`src/rtl/core/cowr_pkg.sv`:
```
// ----------------------------------------------------------------------------
// cowr_pkg: shared types and constants of the overlay router
// Field widths, result kinds, controller states and the command and status
// groups between the controller and the datapath.
// ----------------------------------------------------------------------------
package cowr_pkg;

  localparam int SECT_W = 23;
  localparam int LOG_W  = 24;
  localparam int CNT_W  = 8;
  localparam int LEN_W  = 8;
  localparam int KIND_W = 3;

  localparam logic [LOG_W-1:0] LOG_RESET = 24'd8388608;

  typedef enum logic [KIND_W-1:0] {
    KIND_RD_OVL    = 3'd0,
    KIND_RD_BASE   = 3'd1,
    KIND_COPY      = 3'd2,
    KIND_WR_OVL    = 3'd3,
    KIND_RANGE_ERR = 3'd4
  } chunk_kind_e;

  typedef enum logic [3:0] {
    ST_CLEAR,
    ST_IDLE,
    ST_CHECK,
    ST_DIV_WAIT,
    ST_DIV_FIX,
    ST_LOOKUP,
    ST_ROUTE,
    ST_WRITE
  } cowr_state_e;

  typedef struct packed {
    logic clr_en;
    logic load_req;
    logic div_fix;
    logic emit_err;
    logic emit_copy;
    logic emit_chunk;
  } ctrl_cmd_t;

  typedef struct packed {
    logic clr_done;
    logic empty;
    logic range_err;
    logic present;
    logic is_write;
    logic fin;
    logic out_free;
  } dp_status_t;

endpackage

```
`src/rtl/core/cowr_ctrl.sv`:
```
// ----------------------------------------------------------------------------
// cowr_ctrl: overlay router controller
// Sequences map clearing, request check, block index setup and chunk emission.
// ----------------------------------------------------------------------------
module cowr_ctrl import cowr_pkg::*; (
  input  logic        clk_i,
  input  logic        rst_ni,
  input  logic        in_valid_i,
  output logic        in_ready_o,
  input  dp_status_t  status_i,
  output ctrl_cmd_t   cmd_o
);

  cowr_state_e state_q, state_d;

  always_ff @(posedge clk_i or negedge rst_ni) begin
    if (!rst_ni) begin
      state_q <= ST_CLEAR;
    end else begin
      state_q <= state_d;
    end
  end

  always_comb begin
    state_d    = state_q;
    cmd_o      = '0;
    in_ready_o = 1'b0;
    case (state_q)
      ST_CLEAR: begin
        cmd_o.clr_en = 1'b1;
        if (status_i.clr_done) state_d = ST_IDLE;
      end
      ST_IDLE: begin
        in_ready_o = 1'b1;
        if (in_valid_i) begin
          cmd_o.load_req = 1'b1;
          state_d        = ST_CHECK;
        end
      end
      ST_CHECK: begin
        if (status_i.empty) begin
          state_d = ST_IDLE;
        end else if (status_i.range_err) begin
          if (status_i.out_free) begin
            cmd_o.emit_err = 1'b1;
            state_d        = ST_IDLE;
          end
        end else begin
          state_d = ST_DIV_WAIT;
        end
      end
      ST_DIV_WAIT: state_d = ST_DIV_FIX;
      ST_DIV_FIX: begin
        cmd_o.div_fix = 1'b1;
        state_d       = ST_LOOKUP;
      end
      ST_LOOKUP: state_d = ST_ROUTE;
      ST_ROUTE: begin
        if (status_i.out_free) begin
          if (status_i.is_write && !status_i.present) begin
            cmd_o.emit_copy = 1'b1;
            state_d         = ST_WRITE;
          end else begin
            cmd_o.emit_chunk = 1'b1;
            state_d          = status_i.fin ? ST_IDLE : ST_LOOKUP;
          end
        end
      end
      ST_WRITE: begin
        if (status_i.out_free) begin
          cmd_o.emit_chunk = 1'b1;
          state_d          = status_i.fin ? ST_IDLE : ST_LOOKUP;
        end
      end
      default: state_d = ST_CLEAR;
    endcase
  end

endmodule

```
`config.mk`:
```
export PLATFORM = sky130hd
export DESIGN_NAME = cowr_ctrl
export DESIGN_NICKNAME = d
export VERILOG_FILES = /design/src/rtl/core/cowr_pkg.sv /design/src/rtl/core/cowr_ctrl.sv
export SDC_FILE = /design/constraint.sdc
export NUM_CORES = 1
export LEC_CHECK = 0
export BUFFER_PORTS_ARGS = -buffer_cell sky130_fd_sc_hd__buf_2
export CAP_MARGIN = 20
export CORE_AREA = 3 3 40 42
export CTS_CLUSTER_DIAMETER = 40
export DETAILED_ROUTE_END_ITERATION = 16
export DIE_AREA = 0 0 43 45
export GPL_TIMING_DRIVEN = 1
export PLACE_DENSITY_LB_ADDON = 0.12
export SLEW_MARGIN = 5
export SYNTH_ARGS = -nofsm -noshare
export SYNTH_HDL_FRONTEND = slang
export SYNTH_SLANG_ARGS = --single-unit
export TNS_END_PERCENT = 50
```
`constraint.sdc`:
```
create_clock -name clk_i -period 1.4 [get_ports clk_i]
set_clock_uncertainty 0.15 [all_clocks]
set_input_delay 0.14 -clock clk_i [delete_from_list [all_inputs] [get_ports clk_i]]
set_output_delay 0.14 -clock clk_i [all_outputs]
set_load 0.01 [all_outputs]
```
# Word level (Yosys, flattened, before mapping)
# Cells that the tools add are included.
[word_totals] in_bits=10 reg_bits=4 out_inout_bits=7
[op_classes] n_eq_ne=12 n_mux=24 reduce_logical=4
[op_table] operator="$pmux 4 s8" count=1
[op_table] operator="$mux 4" count=7
[op_table] operator="$eq 4x3->1 const B" count=4
[op_table] operator="$mux 1" count=12
[op_table] operator="$eq 4x2->1 const B" count=2
[op_table] operator="$ne 2x2->1 const B" count=4
[op_table] operator="$mux 3" count=2
[op_table] operator="$reduce_and 5->1" count=1
[op_table] operator="$eq 4x1->1 const B" count=1
[op_table] operator="$logic_not 4->1" count=1
[op_table] operator="$ne 4x4->1 const B" count=1
[op_table] operator="$mux 2" count=1
[op_table] operator="$pmux 1 s2" count=1
[op_table] operator="$logic_and 1x1->1" count=1
[op_table] operator="$logic_not 1->1" count=1

# Depth between registers and ports, before layout
# Gate-level depths: netlist (run 1).
[logic_depth] ltp_word=5 depth_mapped=4 ltp_nobuf=3

# Worst setup path after synthesis (run 1)
# No wires, ideal clock.
[synth_timing] path_type="register -> output" from="register state_q[2]" to="output cmd_o[2] in the netlist's numbering" path_buffers=1 path_stages_with_launch=4 path_slack_ns=0.126 required_ns=1.110 arrival_time_ns=0.984 cell_sequence="dfrtp_1 -> buf_2 -> nand4b_1 -> nor3_1"
[synth_rtl] element="from (decl)" line_no="cowr_ctrl.sv:14" source="cowr_state_e state_q, state_d;"
[synth_rtl] element="from (signal assigned)" line_no="cowr_ctrl.sv:20" source="state_q <= state_d;"
[synth_rtl] element="to (decl)" line_no="cowr_ctrl.sv:11" source="output ctrl_cmd_t cmd_o"

==> summary.md, run 1 <==
| Metric | Value |
|---|---|
| Mapped cell area | `287 µm²` |
| R2r startpoint | `state_q[0]` |
| Peak supply drop | `0.000683 V` |
| CTS tree | `done` |
| Min-delay src | `status_i[6]` |
| Initial Util | `between 20% and 30%` |
| Worst Hold End | `state_q[0]` |
| # H-tree levels | `1` |
| Per-cell routed wire length | `11.0 µm` |
| GRT Residual Overflow | `0` |
| Worst Path Max Fanout | `4` |
| Final nets | `70` |
| N_diodes | `0` |
| Hold Path Cell Cnt | `3` |
| Dpl cells | `63` |
| Placer Congestion | `0.741` |
| Syn nets | `between 40 and 50` |
| Die H | `45 µm` |
| Syn. warnings | `0` |
| Via/cell ratio | `4.58` |
| Final setup vio count | `5` |
| CTS sink cnt | `3` |
| Die width | `43 µm` |
| Top sig layer | `met4` |
| Highest Clock Rate | `around 0.67 GHz` |
| Crit path kind | `reg2out` |
| Worst Reg-to-Reg Cells | `4` |
| CP required | `1.11 ns` |
| HPWL Detailed | `567 µm` |
| Max Cap Viol | `0` |
| IO Count | `17` |
| First-pass GRT wire length | `1400 µm` |
| Tcrit/Tclk final | `107%` |
| GRT Total Usage | `10.2%` |
| Worst slew pin tran | `0.210 ns` |
| Remaining routing DRC violations | `0` |
| Longest Clk Path Bufs | `2` |
| M1 WL | `329 µm` |
| Row cnt | `13` |
| Top flop regs | `state_q: 3 flops` |
| CP Launch Point | `state_q[0]` |
| Final Hold Vio Count | `0` |
| Cell Pwr Density | `1970 mW/mm²` |
| DRT Pass-1 Iters | `2` |
| Drt initial violations | `2` |
| RSZ-0062 raised after global routing | `true` |
| Total power | `1.01 mW` |
| Register with the most flip-flops | `state_q` |
| CTS buffer count | `3` |
| HP Class | `in2reg` |
| Met3 wire len | `between 60 and 70 µm` |
| Syn_area_per_cell | `8.68 µm²` |
| Worst rel slew slack | `approximately 86%` |
| Root buf cell | `clkbuf_4` |
| Final min period | `between 1 and 1.5 ns` |
| Layout area overhead | `79.5%` |
| Largest net degree at the start of global routing | `9` |
| Final WS setup | `-0.0991 ns` |
| Clock-pin slew on the worst setup and hold paths | `0.04 ns` |
| Leakage | `0.239 nW` |
| Largest register FFs | `3` |
| Vias in the first global route | `~340` |
| R2r setup slk | `approximately 0.060 ns` |
| Share of cells above drive strength 1 | `67.8%` |
| Synthesized flop and latch total | `3` |
| Post-synth cell types | `21` |
| Sequential fraction of the synthesis area | `26.2%` |
| Initial antenna violation count | `0` |
| DRT antenna net count | `0` |
| WL final | `815 µm` |
| Worst reg2reg path endpoint | `state_q[0]` |
| Worst-Skew Late Latency | `between 0.2 and 0.25 ns` |
| Fin. max-slew vios | `0` |
| Crit path launch type | `register` |
| Met2 routed WL | `roughly 400 µm` |
| Via count | `339` |
| Full die area | `a little under 0.002 mm²` |
| Hold_ws | `between 0.03 and 0.04 ns` |
| CP Capture Type | `primary output` |
| Floorplan core area | `0.00128 mm²` |
| WP data arrival | `between 1 and 1.5 ns` |
| Status | `complete, but fails checks` |
| Cell count after synthesis | `33` |
| Failing checks | `negative setup slack` |
| Port Buffers | `16` |
| Non-Filler Instances | `74` |
| Final Util | `40.0%` |
==> report_power, final <==
part | internal, mW | leakage [nW] | switching [mW] | total (mW)
Combinational | 0.356 | 0.192 | 0.279 | 0.635
Clock | 0.107 | 0.0150 | 0.0488 | 0.156
Sequential | 0.136 | 0.0324 | 0.0853 | 0.221
Total | 0.599 | 0.239 | 0.413 | 1.01
==> cells in the final DEF, fill, tap and decap left out <==
cell type / instances
dfrtp_1: 1
and4_1: 1
clkbuf_4: 3
and2_1: 1
a21oi_1: 1
nor2_1: 2
clkbuf_1: 1
dlygate4sd3_1: 2
nand2b_1: 1
dfrtp_2: 2
nor2_2: 1
and2_4: 1
nor2b_1: 1
mux2_4: 1
a2bb2oi_1: 1
o211ai_1: 2
nand4b_1: 1
nor2_4: 2
nand2b_4: 1
buf_4: 5
nor3_2: 2
buf_2: 15
o21ai_0: 2
nor3b_4: 1
buf_6: 3
nand3_1: 2
a21oi_2: 1
nand2_2: 1
o211ai_2: 1
==> worst max path at each step <==
stage | endpoint | slack [ns] | cells after the start
2_1_floorplan | cmd_o[2] | 0.13 | 3
3_3_place_gp | cmd_o[1] | 0.04 | 3
3_5_place_dp | cmd_o[1] | 0.004 | 3
4_1_cts | cmd_o[4] | -0.09 | 4
5_1_grt | cmd_o[1] | -0.17 | 3
6_report | cmd_o[1] | -0.1 | 3
==> stage by stage <==
stage	setup slack [ns]	area [µm²]	setup TNS (ns)
2_1_floorplan	0.126	287	0
5_1_grt	-0.170	514	-0.613
4_1_cts	-0.0863	482	-0.347
6_report	-0.0991	514	-0.281
3_5_place_dp	0.00364	379	0
3_3_place_gp	0.0419	379	0
==> what timing repair did <==
| action | CTS | global route |
|---|---|---|
| hold buffers | 2 | 0 |
| pin swaps | 4 | 2 |
| endpoints found under the setup margin | 7 | 7 |
| endpoints found under the hold margin | 4 | 0 |
| setup buffers | 5 | 0 |
| gates resized for setup | 6 | 7 |
==> critical path: stages (launching register included) <==
cell and delay [ns]:
dfrtp_2 0.45, nor3b_4 0.20, and4_1 0.20, buf_2 0.13
==> area by class of cell <==
cell class | count | area [µm²]
Clock buffer | 4 | 26.3
Fill cell | 148 | 771
Multi-Input combinational cell | 27 | 225
Sequential cell | 3 | 77.6
Tap cell | 15 | 18.8
Timing Repair Buffer | 25 | 166
==> cells by family (layout without fill, tap and decap cells) <==
kind of cell	Yosys count	count (layout)	synth area share, %
and+or+nand+nor	18	18	40.2
AOI/OAI and AO/OA	8	8	21.0
DFF	3	3	26.2
buffers and inverters	3	29	7.42
muxes	1	1	5.24
==> cell usage after synthesis <==
library cell  instances  area share, %
nor2_2                1            2.2
o21ai_0               2            3.5
mux2_4                1            5.2
nand2_2               1            2.2
a21oi_2               1            3.1
nand3_1               2            3.5
nand2b_1              2            4.4
nor2b_1               1            2.2
nand4b_1              1            3.1
buf_2                 2            3.5
and2_1                2            4.4
o211ai_2              1            4.4
nor2_1                4            5.2
nor3b_4               1            6.6
and4_1                1            3.1
a2bb2oi_1             1            3.1
nor3_1                2            3.5
buf_6                 1            3.9
o211ai_1              2            5.2
dfrtp_1               3             26
a21oi_1               1            1.7
==> layer usage <==
| layer | vias up | global-route usage (%) |
|---|---|---|
| met5 | - | 0 |
| met4 | 0 | 9.04 |
| met3 | 2 | 2.79 |
| met2 | 15 | 16.2 |
| met1 | 153 | 11.1 |
| li1 | 169 | - |
Power figures use the tool's default switching activity.
==> inputs of run 2 (changes only) <==
CORE_AREA = 2 2 39 41   (was 3 3 40 42)
DIE_AREA = 0 0 41 43   (was 0 0 43 45)
==> run 2 against run 1 <==
- flip-flop and latch count unchanged
- worst hold slack worse by 0.011 ns
- the run still ends with negative setup slack left
- worst setup slack better by 0.042 ns
==> summary.md, run 2 (same netlist as run 1, synthesis figures left out) <==
| Metric | Value |
|---|---|
| Via count | `329 (-2.9%)` |
| Vias in the first global route | `322 (-5.8%)` |
| Remaining routing DRC violations | `0 (unchanged)` |
| HP Class | `in2reg` |
| HPWL Detailed | `571 µm (+0.76%)` |
| Status | `complete, but fails checks` |
| Failing checks | `negative setup slack` |
| Final WS setup | `-0.0571 ns (+0.0420 ns)` |
| WP data arrival | `1.17 ns (-0.04 ns)` |
| Buffers plus inverters on the worst setup path | `1 (unchanged)` |
| Post-DP Area | `388 µm² (+2.3%)` |
| Final nets | `71 (+1.4%)` |
| CTS sink cnt | `3 (unchanged)` |
| DRT antenna net count | `0 (unchanged)` |
| Placer Congestion | `0.667 (-10%)` |
| CP Capture Type | `primary output` |
| Largest register FFs | `3 (unchanged)` |
| R2r setup slk | `0.08 ns (+0.02 ns)` |
| Crit path kind | `reg2out` |
| WL final | `770 µm (-5.5%)` |
| Share of cells above drive strength 1 | `58.3% (-9.5 points)` |
| Final min period | `1.46 ns (-0.0420 ns)` |
| Crit path max-delay family | `flip-flops` |
| Floorplan core area | `0.00138 mm² (+7.7%)` |
| Port Buffers | `16 (unchanged)` |
| CP required | `1.11 ns (about the same)` |
| Hold_ws | `0.0202 ns (-0.0108 ns)` |
| Via/cell ratio | `4.33 (-5.5%)` |
| Initial antenna violation count | `0 (unchanged)` |
| Crit path launch type | `register` |
| CTS tree | `done` |
| Largest net degree at the start of global routing | `11 (+2)` |
| Highest Clock Rate | `0.686 GHz (+2.9%)` |
| IO Count | `17 (unchanged)` |
| Peak supply drop | `0.000550 V (-19%)` |
| Tcrit/Tclk final | `104% (-3.0 points)` |
| Worst Path Max Fanout | `4 (unchanged)` |
| Longest Clk Path Bufs | `2 (unchanged)` |
| GRT Residual Overflow | `0 (unchanged)` |
| Leading cell types in the layout, fill and taps excluded | `buf_2, buf_4, nor2_1` |
| Critical-path cell list | `nor3b_4, and4_1, buf_2` |
| First-pass GRT wire length | `1280 µm (-8.4%)` |
| Per-cell routed wire length | `10.1 µm (-8.0%)` |
| Total power | `0.880 mW (-13%)` |
| Leakage | `0.230 nW (-3.8%)` |
| Final-layout fill cell count | `161 (+8.8%)` |
| Full die area | `0.00176 mm² (-8.9%)` |
| Final non-filler cell area | `474 µm² (-7.8%)` |
| Most common cell after layout, fill and taps aside | `buf_2` |
| Row cnt | `14 (+1)` |
| Die width | `41 µm (-4.7%)` |
| Clock-pin slew on the worst setup and hold paths | `0.04 ns (about the same)` |
| Root buf cell | `clkbuf_4` |
| CTS buffer count | `3 (unchanged)` |
| CP peak stage delay | `0.43 ns (-0.02 ns)` |
| Layout area overhead | `65.5%` |
| Multi-input gate area | `190 µm² (-16%)` |
| Max Cap Viol | `0 (unchanged)` |
| Worst slew pin tran | `0.195 ns (-0.0151 ns)` |
| Crit-path slowest cell | `dfrtp_2` |
| Final setup vio count | `6 (+1)` |
| Fin. max-slew vios | `0 (unchanged)` |
| Final Hold Vio Count | `0 (unchanged)` |
| N_diodes | `0 (unchanged)` |
| GRT Total Usage | `10.7% (+0.57 points)` |
| DRT Pass-1 Iters | `2 (unchanged)` |
| Initial Util | `20.7% (-1.6 points)` |
| Drt initial violations | `6 (+4)` |
| Cell Pwr Density | `1860 mW/mm² (-5.6%)` |
| Register with the most flip-flops | `state_q` |
| # H-tree levels | `1 (unchanged)` |
| Area occupied by registers | `77.6 µm² (unchanged)` |
| Die H | `43 µm (-4.4%)` |
| RSZ-0062 raised after global routing | `true` |
| Top flop regs | `state_q: 3 flops` |
| Worst rel slew slack | `86.9% (+1.0 points)` |
| Worst-Skew Late Latency | `0.23 ns (about the same)` |
## run 2: cell types whose count changed in the layout (fill, tap and decap cells not counted), sizes merged
cell and delta:
buf +1
## run 2: power by group
part	internal (mW)	leakage, nW	switching [mW]	total (mW)
Combinational	0.291	0.183	0.253	0.544
Clock	0.107	0.0150	0.0439	0.151
Sequential	0.136	0.0324	0.0502	0.186
## run 2: layout make-up
class / count / share of cell area (%)
clock buffer: 4 / 5.54
multi-input combinational: 27 / 40.1
sequential: 3 / 16.4
tap: 16 / 4.22
timing repair buffer: 26 / 33.8
## run 2: stage by stage
stage	setup WS, ns	util [%]	TNS, ns	std cells
after floorplan	0.126	-	0	33
after global placement	0.0554	28.0	0	65
after detailed placement	0.0504	28.0	0	65
after CTS	-0.0710	33.2	-0.317	74
after global routing	-0.112	34.3	-0.609	76
final	-0.0571	34.3	-0.227	76
## run 2: final timing paths
kind | from | endpoint | cells past startpoint
worst max register to register | state_q[0] | state_q[0] | 4
max in group asynchronous | rst_ni | state_q[2] | 2
worst min register to register | state_q[2] | state_q[0] | 2
min in group asynchronous | rst_ni | state_q[1] | 2
worst max-delay path | state_q[0] | cmd_o[1] | 3
worst min-delay path | status_i[6] | state_q[0] | 3
## run 2: layer usage
layer  GRT usage [%]  wire length, µm  vias up
met4            4.00                0        0
met5               0                0        -
met3            3.14               47        0
li1                -                -      171
met1            12.9              328      147
met2            17.2              394       11
## run 2: worst register-to-register path, delay by kind of cell (launching register included)
| kind | cells | cell delay [ns] |
|---|---|---|
| buffers and inverters | 1 | 0.16 |
| AOI/OAI and AO/OA | 1 | 0.08 |
| DFF | 1 | 0.43 |
| muxes | 1 | 0.30 |
| and+or+nand+nor | 1 | 0.07 |
## run 2: timing repair
item,CTS,global route
pin swaps,2,0
setup buffers,3,2
gates resized for setup,2,2
hold endpoints to repair,4,0
endpoints found under the setup margin,6,7
hold buffers,2,0
==> inputs of run 3 (changes only) <==
clock period = 1.5 ns   (was 1.4 ns; I/O delays follow)
==> run 3 against run 2 <==
- the run still ends with negative setup slack left
- combinational power fell by 4.6%
- first-iteration DRC count fell by 17%
- worst setup slack improved by 0.023 ns
- flip-flop and latch count did not move
- final area rose by 2.1%
- count of clock-buffer cells in the layout did not move
==> summary.md, run 3 (same netlist as run 1, synthesis figures left out) <==
| Metric | Value |
|---|---|
| Max Cap Viol | `0 (unchanged)` |
| Peak supply drop | `0.000589 V (+7.0%)` |
| DRT Pass-1 Iters | `4 (+2)` |
| Critical-path cell list | `nor3b_4, and4_1, buf_2` |
| N_diodes | `0 (unchanged)` |
| Pre-CTS setup slack | `0.0966 ns (+0.0462 ns)` |
| Worst rel slew slack | `86.3% (-0.60 points)` |
| Most common cell after layout, fill and taps aside | `buf_2` |
| Cell Pwr Density | `1790 mW/mm² (-3.4%)` |
| Die width | `41 µm (unchanged)` |
| Placer Congestion | `0.711 (+6.6%)` |
| Sequential Power Share | `23.8% (+2.7 points)` |
| Final min period | `1.53 ns` |
| DRT antenna net count | `0 (unchanged)` |
| Row cnt | `14 (unchanged)` |
| Final nets | `69 (-2.8%)` |
| CTS sink cnt | `3 (unchanged)` |
| Drt initial violations | `5 (-1)` |
| IO Count | `17 (unchanged)` |
| Worst-Skew Late Latency | `0.23 ns (about the same)` |
| Psw | `0.357 mW (+2.9%)` |
| WL final | `836 µm (+8.6%)` |
| Via count | `337 (+2.4%)` |
| Longest Clk Path Bufs | `2 (unchanged)` |
| Crit-path slowest cell | `dfrtp_2` |
| Clk pwr share | `16.4% (-0.7 points)` |
| Per-cell routed wire length | `11.3 µm (+12%)` |
| Leading cell types in the layout, fill and taps excluded | `buf_2, buf_4, nor2_2, clkbuf_4, dfrtp_2` |
| Full die area | `0.00176 mm² (unchanged)` |
| CTS buffer count | `3 (unchanged)` |
| Layout area overhead | `69.0%` |
| Final Hold Vio Count | `0 (unchanged)` |
| Initial antenna violation count | `0 (unchanged)` |
| Crit path max-delay family | `flip-flops` |
| Tcrit/Tclk final | `102%` |
| Failing checks | `negative setup slack` |
| # H-tree levels | `1 (unchanged)` |
| Final-layout fill cell count | `150 (-6.8%)` |
| CTS tree | `done` |
| Root buf cell | `clkbuf_4` |
| Clock-pin slew on the worst setup and hold paths | `0.04 ns (about the same)` |
| Port Buffers | `16 (unchanged)` |
| CP peak stage delay | `0.45 ns (+0.02 ns)` |
| Crit path launch type | `register` |
| Fin. max-slew vios | `0 (unchanged)` |
| GRT Residual Overflow | `0 (unchanged)` |
| CP Capture Type | `primary output` |
| Non-Filler Instances | `74 (-2.6%)` |
| Dpl cells | `63 (-3.1%)` |
| Internal power | `0.511 mW (-4.2%)` |
| Share of cells above drive strength 1 | `67.2% (+8.9 points)` |
| Register with the most flip-flops | `state_q` |
| Vias in the first global route | `331 (+2.8%)` |
| Final WS setup | `-0.0340 ns (+0.0231 ns)` |
| Part of the power in combinational logic | `59.8% (-2.0 points)` |
| HPWL Detailed | `534 µm (-6.6%)` |
| Initial Util | `20.7% (unchanged)` |
| Highest Clock Rate | `0.652 GHz` |
| GRT Total Usage | `11.9% (+1.1 points)` |
| WP data arrival | `1.23 ns (+0.06 ns)` |
| HP Class | `in2reg` |
| RSZ-0062 raised after global routing | `true` |
| CP required | `1.20 ns (+0.09 ns)` |
| Largest net degree at the start of global routing | `11 (unchanged)` |
| Final setup vio count | `1 (-5)` |
| Leakage | `0.228 nW (-1.0%)` |
| Floorplan core area | `0.00138 mm² (unchanged)` |
| Worst Path Max Fanout | `4 (unchanged)` |
| Remaining routing DRC violations | `0 (unchanged)` |
| Via/cell ratio | `4.55 (+5.2%)` |
| Buffers plus inverters on the worst setup path | `1 (unchanged)` |
| Largest register FFs | `3 (unchanged)` |
| Worst slew pin tran | `0.203 ns (+0.00890 ns)` |
| Crit path kind | `reg2out` |
| First-pass GRT wire length | `1340 µm (+4.3%)` |
| Status | `complete, but fails checks` |
| Top flop regs | `state_q: 3 flops` |
| Sw frac | `41.1% (+1.7 points)` |
| Die H | `43 µm (unchanged)` |
-- run 3: cell count changes in the layout (fill, tap and decap cells not counted) --
| cell | previous run | this run |
|---|---|---|
| nor3_1 | 2 | 0 |
| nand2b_1 | 2 | 1 |
| nand2b_4 | 0 | 1 |
| dfrtp_2 | 2 | 3 |
| nor2_1 | 4 | 2 |
| dfrtp_1 | 1 | 0 |
| buf_6 | 0 | 1 |
| nor3_2 | 0 | 2 |
| buf_4 | 8 | 4 |
| nor2_2 | 1 | 3 |
| clkbuf_2 | 0 | 1 |
-- run 3: power by group through the flow --
stage / Clock (mW) / Combinational, mW / Sequential (mW)
floorplan: 0 / 0.348 / 0.140
global placement: 0 / 0.337 / 0.226
detailed placement: 0 / 0.336 / 0.228
CTS: 0.147 / 0.439 / 0.202
global route: 0.156 / 0.573 / 0.214
finish: 0.143 / 0.519 / 0.206
-- run 3: worst paths after layout --
path	from	end	slack (ns)	depth (start not counted)
setup / recovery	state_q[0]	cmd_o[1]	-0.03	3
hold / removal	status_i[6]	state_q[0]	0.02	3
setup reg to reg	state_q[0]	state_q[0]	0.16	4
hold reg to reg	state_q[1]	state_q[1]	0.49	2
max in group asynchronous	rst_ni	state_q[2]	1.00	2
min in group asynchronous	rst_ni	state_q[0]	0.09	2
-- run 3: tightest hold or removal path: cells and delay by family --
| family | cells | cell delay [ns] |
|---|---|---|
| AO/OA/AOI/OAI | 2 | 0.15 |
| buffers and inverters | 1 | 0.07 |
-- run 3: what timing repair did --
item	in CTS	in global routing
endpoints found under the setup margin	6	6
setup buffers	3	2
hold endpoints to repair	4	0
hold buffers	2	0
resized for setup	4	5
pin swaps	2	0
-- run 3: per-layer routing --
metal | GRT usage (%) | up-vias | wire length (µm)
met5 | 0 | - | 0
met4 | 10.0 | 0 | 14
met3 | 4.71 | 2 | 77
met2 | 15.3 | 20 | 385
met1 | 14.6 | 147 | 359
li1 | - | 168 | -
-- run 3: per-stage QoR --
stage                     hold WS [ns]  util (%)  TNS (ns)  cell area [µm²]  total power, mW
final                           0.0224      35.0   -0.0340              484            0.868
after global routing            0.0581      35.0    -0.115              484            0.944
after CTS                       0.0212      32.4   -0.0579              448            0.788
after detailed placement        -0.201      26.9         0              373            0.564
after global placement          -0.203      26.9         0              373            0.563
after floorplan                 -0.296         -         0              287            0.488
-- run 3: area by class of cell --
type                    instances  area, µm²  share of cell area (%)
multi-input cells              27        213                    43.9
clock buffers                   4       26.3                    5.43
repair buffers                 24        146                    30.2
flip-flops and latches          3       78.8                    16.3
well taps                      16       20.0                    4.13
